`src/hw/rtl/rgce_pkg.sv`:
```
// Shared types, constants and the microcode table of the reversible gate CNF encoder.
`default_nettype none

package rgce_pkg;

  // Sizing of the circuit and of the variable space.
  localparam int unsigned MAX_WIRES = 64;
  localparam int unsigned VAR_BITS  = 20;

  // Fixed field widths.
  localparam int unsigned WIRE_W = 6;
  localparam int unsigned CFG_W  = 7;
  localparam int unsigned NV_W   = VAR_BITS + 1;
  localparam int unsigned LIT_W  = 21;
  localparam int unsigned CNT_W  = 3;
  localparam int unsigned VT_W   = 20;
  localparam int unsigned CC_W   = 24;
  localparam int unsigned ST_W   = 2;
  localparam int unsigned KIND_W = 2;
  localparam int unsigned TV_W   = 64;
  localparam int unsigned STEP_W = 4;

  localparam logic [NV_W-1:0] VAR_LIMIT  = NV_W'((64'd1 << VAR_BITS) - 64'd1);
  localparam logic [NV_W-1:0] NV_RESET   = NV_W'(MAX_WIRES + 1);
  localparam logic [CC_W-1:0] CC_MAX     = {CC_W{1'b1}};
  localparam logic [CFG_W-1:0] WIRES_MAX = CFG_W'(MAX_WIRES);

  typedef enum logic [KIND_W-1:0] {
    KIND_BEGIN  = 2'd0,
    KIND_GATE   = 2'd1,
    KIND_FINISH = 2'd2,
    KIND_NONE   = 2'd3
  } kind_e;

  typedef enum logic [ST_W-1:0] {
    ST_OK       = 2'd0,
    ST_WIRE_OOR = 2'd1,
    ST_VAR_OVF  = 2'd2,
    ST_BAD_CFG  = 2'd3
  } status_e;

  typedef enum logic [1:0] {
    CFG_WIRE_COUNT   = 2'd0,
    CFG_LEAD_ZEROS   = 2'd1,
    CFG_TARGET_COUNT = 2'd2,
    CFG_TARGET_VALUE = 2'd3
  } cfg_idx_e;

  // Microcode fields.
  typedef enum logic [2:0] {
    RD_NONE, RD_TGT, RD_OR, RD_INV, RD_IDX
  } rd_sel_e;

  typedef enum logic [1:0] {
    LD_NONE, LD_A, LD_B, LD_C
  } ld_sel_e;

  typedef enum logic [3:0] {
    PAT_NONE, PAT_EMPTY, PAT_UNIT,
    PAT_G0, PAT_G1, PAT_G2, PAT_G3, PAT_G4, PAT_G5
  } pat_e;

  typedef enum logic [1:0] {
    JMP_NEXT, JMP_DONE, JMP_IF_EMPTY, JMP_LOOP
  } jmp_e;

  typedef struct packed {
    rd_sel_e             rd;
    ld_sel_e             ld;
    pat_e                pat;
    logic                wr_map;
    logic                init;
    logic                idx_inc;
    jmp_e                jmp;
    logic [STEP_W-1:0]   tgt;
  } ucw_t;

  // Conditions fed back from the datapath to the sequencer.
  typedef struct packed {
    logic room;
    logic loop_empty;
    logic loop_final;
  } seq_cond_t;

  // Control handed from the sequencer to the datapath.
  typedef struct packed {
    logic fire;
    ucw_t cw;
  } seq_ctrl_t;

  // Program entry points and steps.
  localparam logic [STEP_W-1:0] S_EMPTY = 4'd0;
  localparam logic [STEP_W-1:0] S_BEGIN = 4'd1;
  localparam logic [STEP_W-1:0] S_CHK   = 4'd2;
  localparam logic [STEP_W-1:0] S_LRD   = 4'd3;
  localparam logic [STEP_W-1:0] S_LEM   = 4'd4;
  localparam logic [STEP_W-1:0] S_G0    = 4'd5;
  localparam logic [STEP_W-1:0] S_G1    = 4'd6;
  localparam logic [STEP_W-1:0] S_G2    = 4'd7;
  localparam logic [STEP_W-1:0] S_G3    = 4'd8;
  localparam logic [STEP_W-1:0] S_G4    = 4'd9;
  localparam logic [STEP_W-1:0] S_G5    = 4'd10;
  localparam logic [STEP_W-1:0] S_G6    = 4'd11;
  localparam logic [STEP_W-1:0] S_G7    = 4'd12;
  localparam logic [STEP_W-1:0] S_G8    = 4'd13;

  function automatic ucw_t ucode(input logic [STEP_W-1:0] step);
    ucw_t w;
    w = '{rd: RD_NONE, ld: LD_NONE, pat: PAT_NONE, wr_map: 1'b0, init: 1'b0,
          idx_inc: 1'b0, jmp: JMP_NEXT, tgt: S_EMPTY};
    unique case (step)
      S_EMPTY: begin w.pat = PAT_EMPTY; w.jmp = JMP_DONE; end
      S_BEGIN: w.init = 1'b1;
      S_CHK:   begin w.jmp = JMP_IF_EMPTY; w.tgt = S_EMPTY; end
      S_LRD:   w.rd = RD_IDX;
      S_LEM:   begin
        w.pat = PAT_UNIT; w.idx_inc = 1'b1; w.jmp = JMP_LOOP; w.tgt = S_LRD;
      end
      S_G0:    w.rd = RD_TGT;
      S_G1:    begin w.ld = LD_A; w.rd = RD_OR; end
      S_G2:    begin w.ld = LD_B; w.rd = RD_INV; end
      S_G3:    begin w.ld = LD_C; w.wr_map = 1'b1; w.pat = PAT_G0; end
      S_G4:    w.pat = PAT_G1;
      S_G5:    w.pat = PAT_G2;
      S_G6:    w.pat = PAT_G3;
      S_G7:    w.pat = PAT_G4;
      S_G8:    begin w.pat = PAT_G5; w.jmp = JMP_DONE; end
      default: w.jmp = JMP_DONE;
    endcase
    return w;
  endfunction

  // Signed literal from a variable number, masked to the literal width.
  function automatic logic [LIT_W-1:0] mk_lit(input logic [VAR_BITS-1:0] v,
                                              input logic neg);
    logic [LIT_W-1:0] m;
    m = LIT_W'(v);
    return neg ? (~m + LIT_W'(1)) : m;
  endfunction

endpackage

`default_nettype wire

```
`src/hw/rtl/rgce_wire_map.sv`:
```
// Wire-to-variable map: one write port, one registered read port, per-entry valid bits.
`default_nettype none

module rgce_wire_map (
  input  logic                              clk_i,
  input  logic                              rst_ni,
  input  logic                              clear_i,
  input  logic                              we_i,
  input  logic [rgce_pkg::WIRE_W-1:0]       waddr_i,
  input  logic [rgce_pkg::VAR_BITS-1:0]     wdata_i,
  input  logic                              re_i,
  input  logic [rgce_pkg::WIRE_W-1:0]       raddr_i,
  output logic [rgce_pkg::VAR_BITS-1:0]     rdata_o
);
  import rgce_pkg::*;

  logic [VAR_BITS-1:0]  mem_q [MAX_WIRES];
  logic [MAX_WIRES-1:0] valid_q;
  logic [VAR_BITS-1:0]  rdata_q;

  // An entry never written since the last clear holds its own wire number plus one.
  always_ff @(posedge clk_i or negedge rst_ni) begin
    if (!rst_ni) begin
      valid_q <= '0;
    end else if (clear_i) begin
      valid_q <= '0;
    end else if (we_i) begin
      valid_q[waddr_i] <= 1'b1;
    end
  end

  always_ff @(posedge clk_i) begin
    if (we_i) begin
      mem_q[waddr_i] <= wdata_i;
    end
  end

  always_ff @(posedge clk_i) begin
    if (re_i) begin
      rdata_q <= valid_q[raddr_i] ? mem_q[raddr_i]
                                  : VAR_BITS'(raddr_i) + VAR_BITS'(1);
    end
  end

  assign rdata_o = rdata_q;

endmodule

`default_nettype wire

```
`src/hw/rtl/rgce_sequencer.sv`:
```
// Microcode sequencer: step counter, program table lookup and jump logic.
`default_nettype none

module rgce_sequencer (
  input  logic                          clk_i,
  input  logic                          rst_ni,
  input  logic                          start_i,
  input  logic [rgce_pkg::STEP_W-1:0]   entry_i,
  input  rgce_pkg::seq_cond_t           cond_i,
  output rgce_pkg::seq_ctrl_t           ctrl_o,
  output logic                          busy_o
);
  import rgce_pkg::*;

  logic              busy_q, busy_d;
  logic [STEP_W-1:0] step_q, step_d;
  ucw_t              cw;
  logic              fire;

  assign cw   = ucode(step_q);
  // A step that produces a result waits until the output register has room.
  assign fire = busy_q && !((cw.pat != PAT_NONE) && !cond_i.room);

  always_comb begin
    busy_d = busy_q;
    step_d = step_q;
    if (start_i) begin
      busy_d = 1'b1;
      step_d = entry_i;
    end else if (fire) begin
      unique case (cw.jmp)
        JMP_NEXT:     step_d = step_q + STEP_W'(1);
        JMP_DONE:     busy_d = 1'b0;
        JMP_IF_EMPTY: step_d = cond_i.loop_empty ? cw.tgt : step_q + STEP_W'(1);
        JMP_LOOP: begin
          if (cond_i.loop_final) begin
            busy_d = 1'b0;
          end else begin
            step_d = cw.tgt;
          end
        end
        default:      busy_d = 1'b0;
      endcase
    end
  end

  always_ff @(posedge clk_i or negedge rst_ni) begin
    if (!rst_ni) begin
      busy_q <= 1'b0;
      step_q <= S_EMPTY;
    end else begin
      busy_q <= busy_d;
      step_q <= step_d;
    end
  end

  assign ctrl_o = '{fire: fire, cw: cw};
  assign busy_o = busy_q;

endmodule

`default_nettype wire

```
`src/hw/rtl/reversible_gate_cnf_encoder.sv`:
```
// Top level of the reversible gate CNF encoder: ports, item decode, datapath and result register.
`default_nettype none

// Turns a stream of reversible-circuit items into CNF clauses, one clause per output
// transaction. A begin item resets the wire-to-variable map and emits a negative unit
// clause for each of the top leading_zero_count wires; a gate item (target ^= or OR NOT inv)
// allocates a fresh variable for the target wire and emits six clauses; a finish item emits
// one unit clause per low wire, fixing it to the matching bit of target_value. Items are
// handled one at a time by a small microcoded sequencer that drives this datapath. A gate
// item is taken, then makes three reads of the wire map's single read port, the third
// overlapped with the first clause, then one clause per cycle while the result side does
// not stall; a new item is only taken once the previous one is through. Each unit clause
// of begin and finish costs one map read and one result. A stall on the result side holds
// the sequencer at its next result step, except that the last result of an item may wait
// in the result register while the next item starts. Kind 3 is taken and dropped. No
// clearing pass runs after reset: the map keeps a valid bit per wire, so the block is
// ready at once.
// Configuration may only be written while the block is idle; the port is always ready.

module reversible_gate_cnf_encoder (
  input  logic          clk_i,
  input  logic          rst_ni,
  // Configuration write channel.
  input  logic          cfg_valid_i,
  output logic          cfg_ready_o,
  input  logic [1:0]    cfg_index_i,
  input  logic [63:0]   cfg_data_i,
  // Item input.
  input  logic          s_axis_tvalid,
  output logic          s_axis_tready,
  input  logic [23:0]   s_axis_tdata,   // target_wire[5:0], or_wire[11:6], inv_wire[17:12]
  input  logic [1:0]    s_axis_tuser,   // kind[1:0]
  // Clause output.
  output logic          m_axis_tvalid,
  input  logic          m_axis_tready,
  output logic [135:0]  m_axis_tdata,   // lit_a[20:0], lit_b[41:21], lit_c[62:42],
                                        // lit_d[83:63], lit_count[86:84],
                                        // var_total[106:87], clause_total[130:107]
  output logic          m_axis_tlast,   // last
  output logic [1:0]    m_axis_tuser    // status[1:0]
);
  import rgce_pkg::*;

  // ------------------------------------------------------------------
  // Configuration registers.
  // ------------------------------------------------------------------
  logic [CFG_W-1:0] wc_q, lz_q, tc_q;
  logic [TV_W-1:0]  tv_q;

  assign cfg_ready_o = 1'b1;

  always_ff @(posedge clk_i or negedge rst_ni) begin
    if (!rst_ni) begin
      wc_q <= WIRES_MAX;
      lz_q <= '0;
      tc_q <= '0;
      tv_q <= '0;
    end else if (cfg_valid_i) begin
      unique case (cfg_idx_e'(cfg_index_i))
        CFG_WIRE_COUNT:   wc_q <= cfg_data_i[CFG_W-1:0];
        CFG_LEAD_ZEROS:   lz_q <= cfg_data_i[CFG_W-1:0];
        CFG_TARGET_COUNT: tc_q <= cfg_data_i[CFG_W-1:0];
        CFG_TARGET_VALUE: tv_q <= cfg_data_i;
        default:          ;
      endcase
    end
  end

  // ------------------------------------------------------------------
  // Item decode. All checks are made in the cycle the item is taken, so
  // the sequencer starts directly at the right part of the program.
  // ------------------------------------------------------------------
  kind_e             in_kind;
  logic [WIRE_W-1:0] in_tgt, in_or, in_inv;
  logic              in_accept, start, busy;
  logic              bad_cfg, wire_oor, var_ovf;
  logic [STEP_W-1:0] entry;
  status_e           entry_st;

  assign in_kind = kind_e'(s_axis_tuser);
  assign in_tgt  = s_axis_tdata[5:0];
  assign in_or   = s_axis_tdata[11:6];
  assign in_inv  = s_axis_tdata[17:12];

  assign s_axis_tready = !busy;
  assign in_accept     = s_axis_tvalid && s_axis_tready;
  assign start         = in_accept && (in_kind != KIND_NONE);

  // Sequencer state lives in the rgce_sequencer instance; these are the datapath registers.
  logic [NV_W-1:0]     nv_q, nv_d;
  logic [CC_W-1:0]     cc_q, cc_d;
  logic [WIRE_W-1:0]   t_q, o_q, v_q;
  logic [VAR_BITS-1:0] n_q, a_q, b_q, c_q;
  logic [CFG_W-1:0]    idx_q, end_q;
  kind_e               kind_q;
  status_e             st_q;

  assign bad_cfg  = (wc_q == '0) || (wc_q > WIRES_MAX) || (lz_q > wc_q) || (tc_q > wc_q);
  assign wire_oor = ({1'b0, in_tgt} >= wc_q) || ({1'b0, in_or} >= wc_q) ||
                    ({1'b0, in_inv} >= wc_q);
  assign var_ovf  = nv_q > VAR_LIMIT;

  always_comb begin
    entry    = S_EMPTY;
    entry_st = ST_OK;
    if (bad_cfg) begin
      entry_st = ST_BAD_CFG;
    end else begin
      unique case (in_kind)
        KIND_BEGIN:  entry = S_BEGIN;
        KIND_FINISH: entry = S_CHK;
        KIND_GATE: begin
          priority if (wire_oor) begin
            entry_st = ST_WIRE_OOR;
          end else if (var_ovf) begin
            entry_st = ST_VAR_OVF;
          end else begin
            entry = S_G0;
          end
        end
        default:     entry = S_EMPTY;
      endcase
    end
  end

  // ------------------------------------------------------------------
  // Sequencer and wire map.
  // ------------------------------------------------------------------
  seq_ctrl_t           ctrl;
  seq_cond_t           cond;
  logic                out_valid_q;
  logic                room;
  logic [WIRE_W-1:0]   raddr;
  logic [VAR_BITS-1:0] rdata;
  logic                loop_final;

  assign room       = !out_valid_q || m_axis_tready;
  assign loop_final = (idx_q + CFG_W'(1)) == end_q;
  assign cond       = '{room: room, loop_empty: (idx_q == end_q), loop_final: loop_final};

  rgce_sequencer u_seq (
    .clk_i   (clk_i),
    .rst_ni  (rst_ni),
    .start_i (start),
    .entry_i (entry),
    .cond_i  (cond),
    .ctrl_o  (ctrl),
    .busy_o  (busy)
  );

  always_comb begin
    unique case (ctrl.cw.rd)
      RD_OR:   raddr = o_q;
      RD_INV:  raddr = v_q;
      RD_IDX:  raddr = idx_q[WIRE_W-1:0];
      default: raddr = t_q;
    endcase
  end

  rgce_wire_map u_map (
    .clk_i   (clk_i),
    .rst_ni  (rst_ni),
    .clear_i (ctrl.fire && ctrl.cw.init),
    .we_i    (ctrl.fire && ctrl.cw.wr_map),
    .waddr_i (t_q),
    .wdata_i (n_q),
    .re_i    (ctrl.fire && (ctrl.cw.rd != RD_NONE)),
    .raddr_i (raddr),
    .rdata_o (rdata)
  );

  // ------------------------------------------------------------------
  // Item registers, loaded when the item is taken. The unit-clause loop runs
  // idx from its start up to but not including end.
  // ------------------------------------------------------------------
  always_ff @(posedge clk_i) begin
    if (start) begin
      kind_q <= in_kind;
      st_q   <= entry_st;
      t_q    <= in_tgt;
      o_q    <= in_or;
      v_q    <= in_inv;
      n_q    <= nv_q[VAR_BITS-1:0];
      if (in_kind == KIND_BEGIN) begin
        idx_q <= wc_q - lz_q;
        end_q <= wc_q;
      end else begin
        idx_q <= '0;
        end_q <= tc_q;
      end
    end else if (ctrl.fire && ctrl.cw.idx_inc) begin
      idx_q <= idx_q + CFG_W'(1);
    end
  end

  always_ff @(posedge clk_i) begin
    if (ctrl.fire) begin
      unique case (ctrl.cw.ld)
        LD_A:    a_q <= rdata;
        LD_B:    b_q <= rdata;
        LD_C:    c_q <= rdata;
        default: ;
      endcase
    end
  end

  // ------------------------------------------------------------------
  // Clause formation.
  // ------------------------------------------------------------------
  logic                emit, emit_clause;
  logic [LIT_W-1:0]    lit0_d, lit1_d, lit2_d, lit3_d;
  logic [CNT_W-1:0]    cnt_d;
  logic                last_d;
  logic [VT_W-1:0]     vt_d;
  logic [CC_W-1:0]     cc_inc;
  logic                unit_pos;

  assign emit        = ctrl.fire && (ctrl.cw.pat != PAT_NONE);
  assign emit_clause = emit && (ctrl.cw.pat != PAT_EMPTY);
  assign cc_inc      = (cc_q == CC_MAX) ? cc_q : cc_q + CC_W'(1);
  assign unit_pos    = (kind_q == KIND_FINISH) && tv_q[idx_q[WIRE_W-1:0]];

  always_comb begin
    lit0_d = '0;
    lit1_d = '0;
    lit2_d = '0;
    lit3_d = '0;
    cnt_d  = CNT_W'(3);
    last_d = 1'b0;
    // A gate result already shows its freshly allocated variable.
    vt_d   = VT_W'(n_q);
    unique case (ctrl.cw.pat)
      PAT_UNIT: begin
        lit0_d = mk_lit(rdata, !unit_pos);
        cnt_d  = CNT_W'(1);
        last_d = loop_final;
        vt_d   = VT_W'(nv_q - NV_W'(1));
      end
      PAT_G0: begin
        lit0_d = mk_lit(a_q, 1'b1);
        lit1_d = mk_lit(b_q, 1'b1);
        lit2_d = mk_lit(n_q, 1'b1);
      end
      PAT_G1: begin
        lit0_d = mk_lit(a_q, 1'b1);
        lit1_d = mk_lit(c_q, 1'b0);
        lit2_d = mk_lit(n_q, 1'b1);
      end
      PAT_G2: begin
        lit0_d = mk_lit(a_q, 1'b0);
        lit1_d = mk_lit(b_q, 1'b1);
        lit2_d = mk_lit(n_q, 1'b0);
      end
      PAT_G3: begin
        lit0_d = mk_lit(a_q, 1'b0);
        lit1_d = mk_lit(c_q, 1'b0);
        lit2_d = mk_lit(n_q, 1'b0);
      end
      PAT_G4: begin
        lit0_d = mk_lit(a_q, 1'b1);
        lit1_d = mk_lit(b_q, 1'b0);
        lit2_d = mk_lit(c_q, 1'b1);
        lit3_d = mk_lit(n_q, 1'b0);
        cnt_d  = CNT_W'(4);
      end
      PAT_G5: begin
        lit0_d = mk_lit(a_q, 1'b0);
        lit1_d = mk_lit(b_q, 1'b0);
        lit2_d = mk_lit(c_q, 1'b1);
        lit3_d = mk_lit(n_q, 1'b1);
        cnt_d  = CNT_W'(4);
        last_d = 1'b1;
      end
      default: begin
        // Empty result: no literals, current totals.
        cnt_d  = '0;
        last_d = 1'b1;
        vt_d   = VT_W'(nv_q - NV_W'(1));
      end
    endcase
  end

  // ------------------------------------------------------------------
  // Variable and clause counters.
  // ------------------------------------------------------------------
  always_comb begin
    nv_d = nv_q;
    cc_d = cc_q;
    if (ctrl.fire && ctrl.cw.init) begin
      nv_d = NV_W'(wc_q) + NV_W'(1);
      cc_d = '0;
    end else begin
      if (ctrl.fire && ctrl.cw.wr_map) begin
        nv_d = nv_q + NV_W'(1);
      end
      if (emit_clause) begin
        cc_d = cc_inc;
      end
    end
  end

  always_ff @(posedge clk_i or negedge rst_ni) begin
    if (!rst_ni) begin
      nv_q <= NV_RESET;
      cc_q <= '0;
    end else begin
      nv_q <= nv_d;
      cc_q <= cc_d;
    end
  end

  // ------------------------------------------------------------------
  // Result register.
  // ------------------------------------------------------------------
  logic [LIT_W-1:0] out_lit0_q, out_lit1_q, out_lit2_q, out_lit3_q;
  logic [CNT_W-1:0] out_cnt_q;
  logic             out_last_q;
  status_e          out_st_q;
  logic [VT_W-1:0]  out_vt_q;
  logic [CC_W-1:0]  out_cc_q;

  always_ff @(posedge clk_i or negedge rst_ni) begin
    if (!rst_ni) begin
      out_valid_q <= 1'b0;
    end else if (emit) begin
      out_valid_q <= 1'b1;
    end else if (m_axis_tready) begin
      out_valid_q <= 1'b0;
    end
  end

  always_ff @(posedge clk_i) begin
    if (emit) begin
      out_lit0_q <= lit0_d;
      out_lit1_q <= lit1_d;
      out_lit2_q <= lit2_d;
      out_lit3_q <= lit3_d;
      out_cnt_q  <= cnt_d;
      out_last_q <= last_d;
      out_st_q   <= (ctrl.cw.pat == PAT_EMPTY) ? st_q : ST_OK;
      out_vt_q   <= vt_d;
      out_cc_q   <= emit_clause ? cc_inc : cc_q;
    end
  end

  assign m_axis_tvalid = out_valid_q;
  assign m_axis_tdata  = {5'd0, out_cc_q, out_vt_q, out_cnt_q,
                          out_lit3_q, out_lit2_q, out_lit1_q, out_lit0_q};
  assign m_axis_tlast  = out_last_q;
  assign m_axis_tuser  = out_st_q;

  // ------------------------------------------------------------------
  // Assertions.
  // ------------------------------------------------------------------

  // A result step only advances when the result register can take it.
  a_emit_room: assert property (@(posedge clk_i) disable iff (!rst_ni)
    emit |-> room)
    else $error("result produced while the result register was full");

  // The variable counter only moves backwards when a begin item restarts it.
  a_nv_monotonic: assert property (@(posedge clk_i) disable iff (!rst_ni)
    !(ctrl.fire && ctrl.cw.init) |=> nv_q >= $past(nv_q))
    else $error("variable counter went backwards outside a begin item");

  // An error result never carries literals.
  a_err_empty: assert property (@(posedge clk_i) disable iff (!rst_ni)
    (out_valid_q && (out_st_q != ST_OK)) |-> (out_cnt_q == '0) && out_last_q)
    else $error("error result carries literals or is not the last of its item");

  // An accepted item always sets the sequencer busy.
  a_no_overlap: assert property (@(posedge clk_i) disable iff (!rst_ni)
    start |=> busy)
    else $error("sequencer did not start on an accepted item");

endmodule

`default_nettype wire
```
`config.mk`:
```
export PLATFORM = sky130hd
export DESIGN_NAME = reversible_gate_cnf_encoder
export DESIGN_NICKNAME = d
export VERILOG_FILES = /design/src/hw/rtl/rgce_pkg.sv /design/src/hw/rtl/rgce_wire_map.sv /design/src/hw/rtl/rgce_sequencer.sv /design/src/hw/rtl/reversible_gate_cnf_encoder.sv
export SDC_FILE = /design/constraint.sdc
export NUM_CORES = 2
export LEC_CHECK = 0
export ABC_CLOCK_PERIOD_IN_PS = 5400
export BUFFER_PORTS_ARGS = -buffer_cell sky130_fd_sc_hd__buf_4
export CORE_MARGIN = 4
export CORE_UTILIZATION = 56
export DETAILED_ROUTE_END_ITERATION = 16
export PLACE_DENSITY_LB_ADDON = 0.08
export SLEW_MARGIN = 20
export SYNTH_ARGS = -nofsm -noshare
export SYNTH_HDL_FRONTEND = slang
export SYNTH_HIERARCHICAL = 1
export SYNTH_SLANG_ARGS = --single-unit
```
`constraint.sdc`:
```
create_clock -name clk_i -period 5.4 [get_ports clk_i]
set_input_delay 1.08 -clock clk_i [delete_from_list [all_inputs] [get_ports clk_i]]
set_output_delay 1.08 -clock clk_i [all_outputs]
set_load 0.01 [all_outputs]
```
==> results.rst <==
.. list-table::
   :header-rows: 1

   * - Metric
     - Value
   * - Relative slew slack
     - 0.279
   * - Wire length of the first global-routing pass
     - 267000 um
   * - Total power after layout
     - 40.7 mW
   * - Hold WS
     - 0.347 ns
   * - Fin crit share
     - 0.909
   * - Total standard cell area after synthesis
     - 0.0726 mm^2
   * - Critical path peak fanout
     - 18
   * - Crit Path Category
     - flop to flop
   * - Clk slew on worst S/H paths
     - 0.06 ns
   * - Later-pin clock latency in the skew report
     - 0.79 ns
   * - Outcome
     - complete, no violations
   * - Dpl hpwl
     - 113000 um
   * - Postcts setup bufs
     - 0
   * - Pin count of the biggest net entering global routing
     - 115
   * - Max Clk Rate
     - 204 MHz
   * - Worst clock skew on the final layout
     - 0.0250 ns
   * - Die Outline Area
     - 0.136 mm^2
   * - # rows
     - 131
   * - Commonest cells after routing, fill and taps aside
     - edfxtp_1, buf_4, mux4_2
   * - Global-route total usage across every layer
     - 0.269
   * - Crit-path cells
     - inv_1 -> ha_1 -> nor2_1 -> nor2_1 -> buf_4 -> nand2b_1 -> nand2_1 -> o22ai_1 -> a21oi_4 -> buf_12 -> nor2b_1 -> a22oi_1 -> nand3_1 -> a211oi_2 -> o22ai_1
   * - N_diodes
     - 0
   * - Post-Syn Instances
     - 4239
   * - Cell type of the slowest stage on the worst timing path
     - a21oi_4
   * - Die height
     - 368 um
   * - H-tree levels
     - 4
   * - Wirelength per Cell
     - 28.2 um
   * - Number of routed nets with antenna violations
     - 0
   * - Number of DRC markers after the initial detailed-route iteration
     - 4363
   * - Sum of routed wire length over all layers
     - 183000 um
   * - Synthesized area per cell
     - 17.1 um^2
   * - Vias in the first global route
     - 39759
   * - Maximum Capacitance Violations
     - 0
   * - Core occupancy in the finished layout
     - 0.646
   * - Via count
     - 40384
   * - Number of detailed-routing iterations run before antenna repair
     - 8
   * - Sum of buffers and inverters on the critical path
     - 3
   * - Core footprint
     - 0.128 mm^2
   * - Minimum clock period
     - 4.91 ns
   * - Slew at the pin closest to its max-slew limit
     - 1.07 ns
   * - Hold buffers post-CTS
     - 0
   * - Leakage power figure
     - 28.4 nW
   * - Final estimated routing congestion in global placement
     - 0.870
   * - Power per cell area
     - 491 mW/mm^2
   * - Count of buffers inserted at the top-level ports
     - 226
   * - CTS tree
     - yes
   * - Layout Area Growth over Synthesis
     - 14.0%
   * - Die Wd
     - 368 um
   * - Worst Path Required
     - 5.92 ns
   * - Peak ir drop on the vdd network
     - 0.345 mV
   * - Slack of the worst reg-to-reg path
     - 0.49 ns
   * - Total area of multi-input combinational cells
     - 0.0200 mm^2
   * - Most common cell after layout, fill and taps aside
     - edfxtp_1
   * - Worst hold-check path type
     - input pin to async pin
   * - Unrepaired setup endpoints after global routing
     - false
   * - Number of cells in the finished layout apart from fillers
     - 6465
   * - Filler Cells Inserted
     - 9038
   * - Post_cts resized
     - 0
   * - Crit path largest cell delay
     - 0.72 ns
   * - Endpoint class of the critical path
     - flop
   * - Ports
     - 239
   * - Number of warnings printed during yosys synthesis
     - 6
   * - Family with the most delay on the worst path
     - compound AO/OA/AOI/OAI gates
   * - Buffer depth of the longest clock path
     - 3
   * - Launching element type of the critical path
     - flop
   * - Initial cell density of the core
     - 0.567
   * - Post-Route Setup TNS
     - 0 ns
   * - Setup Viol. Count Final
     - 0
   * - Cts bufs inserted
     - 176
   * - CTS root buffer
     - clkbuf_16
   * - Total count of max-transition violations in the final report
     - 0
   * - Total clock sinks
     - 1750
   * - Number of antenna violations at the first check in global routing
     - 8
   * - Register area
     - 0.0516 mm^2
   * - Fraction of final layout cells sized beyond drive strength 1
     - 0.249
   * - Total number of nets in the final design
     - 4740
   * - Grt total ovfl
     - 0
   * - Average vias per placed instance
     - 6.25
   * - Final count of hold timing violations
     - 0
   * - Placed Cells
     - 6145
   * - Remaining routing DRC violations
     - 0
   * - Crit path DAT
     - 5.43 ns
## layout make-up
| cell class | count | share of cell area |
|---|---|---|
| clock buffer | 231 | 0.0581 |
| clock inverter | 89 | 0.00814 |
| inverter | 58 | 0.00263 |
| multi-input combinational | 2194 | 0.241 |
| sequential | 1750 | 0.623 |
| tap | 1729 | 0.0261 |
| timing repair buffer | 414 | 0.0412 |
## sequential cells by signal, indices dropped and copies added (netlist names), 21 cells and up
signal and count:
u_map/mem_q 1280, tv_q 64, u_map/valid_q 64, cc_q 24
out_cc_q 24, nv_q 21, out_lit0_q 21, out_lit1_q 21
out_lit2_q 21, out_lit3_q 21
## path summary, 6_finish.rpt
kind | end | cells past startpoint | startpoint
worst max register to register | u_map/rdata_o[6] | 15 | u_seq/step_q[0]
worst min-delay path | cc_q[21] | 1 | rst_ni
worst max-delay path | u_map/rdata_o[6] | 15 | u_seq/step_q[0]
min in group clk_i | u_map/valid_q[13] | 2 | u_map/valid_q[13]
max in group asynchronous | tv_q[12] | 2 | rst_ni
worst min register to register | u_map/valid_q[13] | 2 | u_map/valid_q[13]
## power breakdown
group	total, mW	internal (mW)	switching (mW)	leakage [nW]
combinational	11.6	4.50	7.06	9.12
clock	11.6	6.59	5.00	2.68
sequential	17.5	16.7	0.748	16.6
total	40.7	27.8	12.8	28.4
## metrics by stage
step / setup WS, ns / instance area (um^2)
6_report: 0.489 / 82800
5_1_grt: 0.206 / 82800
4_1_cts: 0.593 / 82800
3_5_place_dp: 0.612 / 77300
3_3_place_gp: 0.605 / 77300
2_1_floorplan: 0.0749 / 72700
## metal layers
layer	share of wire	up-vias	routed length, um	track usage
li1	-	17515	-	-
met1	0.42	20867	75900	0.395
met2	0.46	1728	84700	0.406
met3	0.091	274	16700	0.0640
met4	0.029	0	5330	0.0830
met5	0	-	0	0
Note: power is estimated with default switching activity, not from simulation.
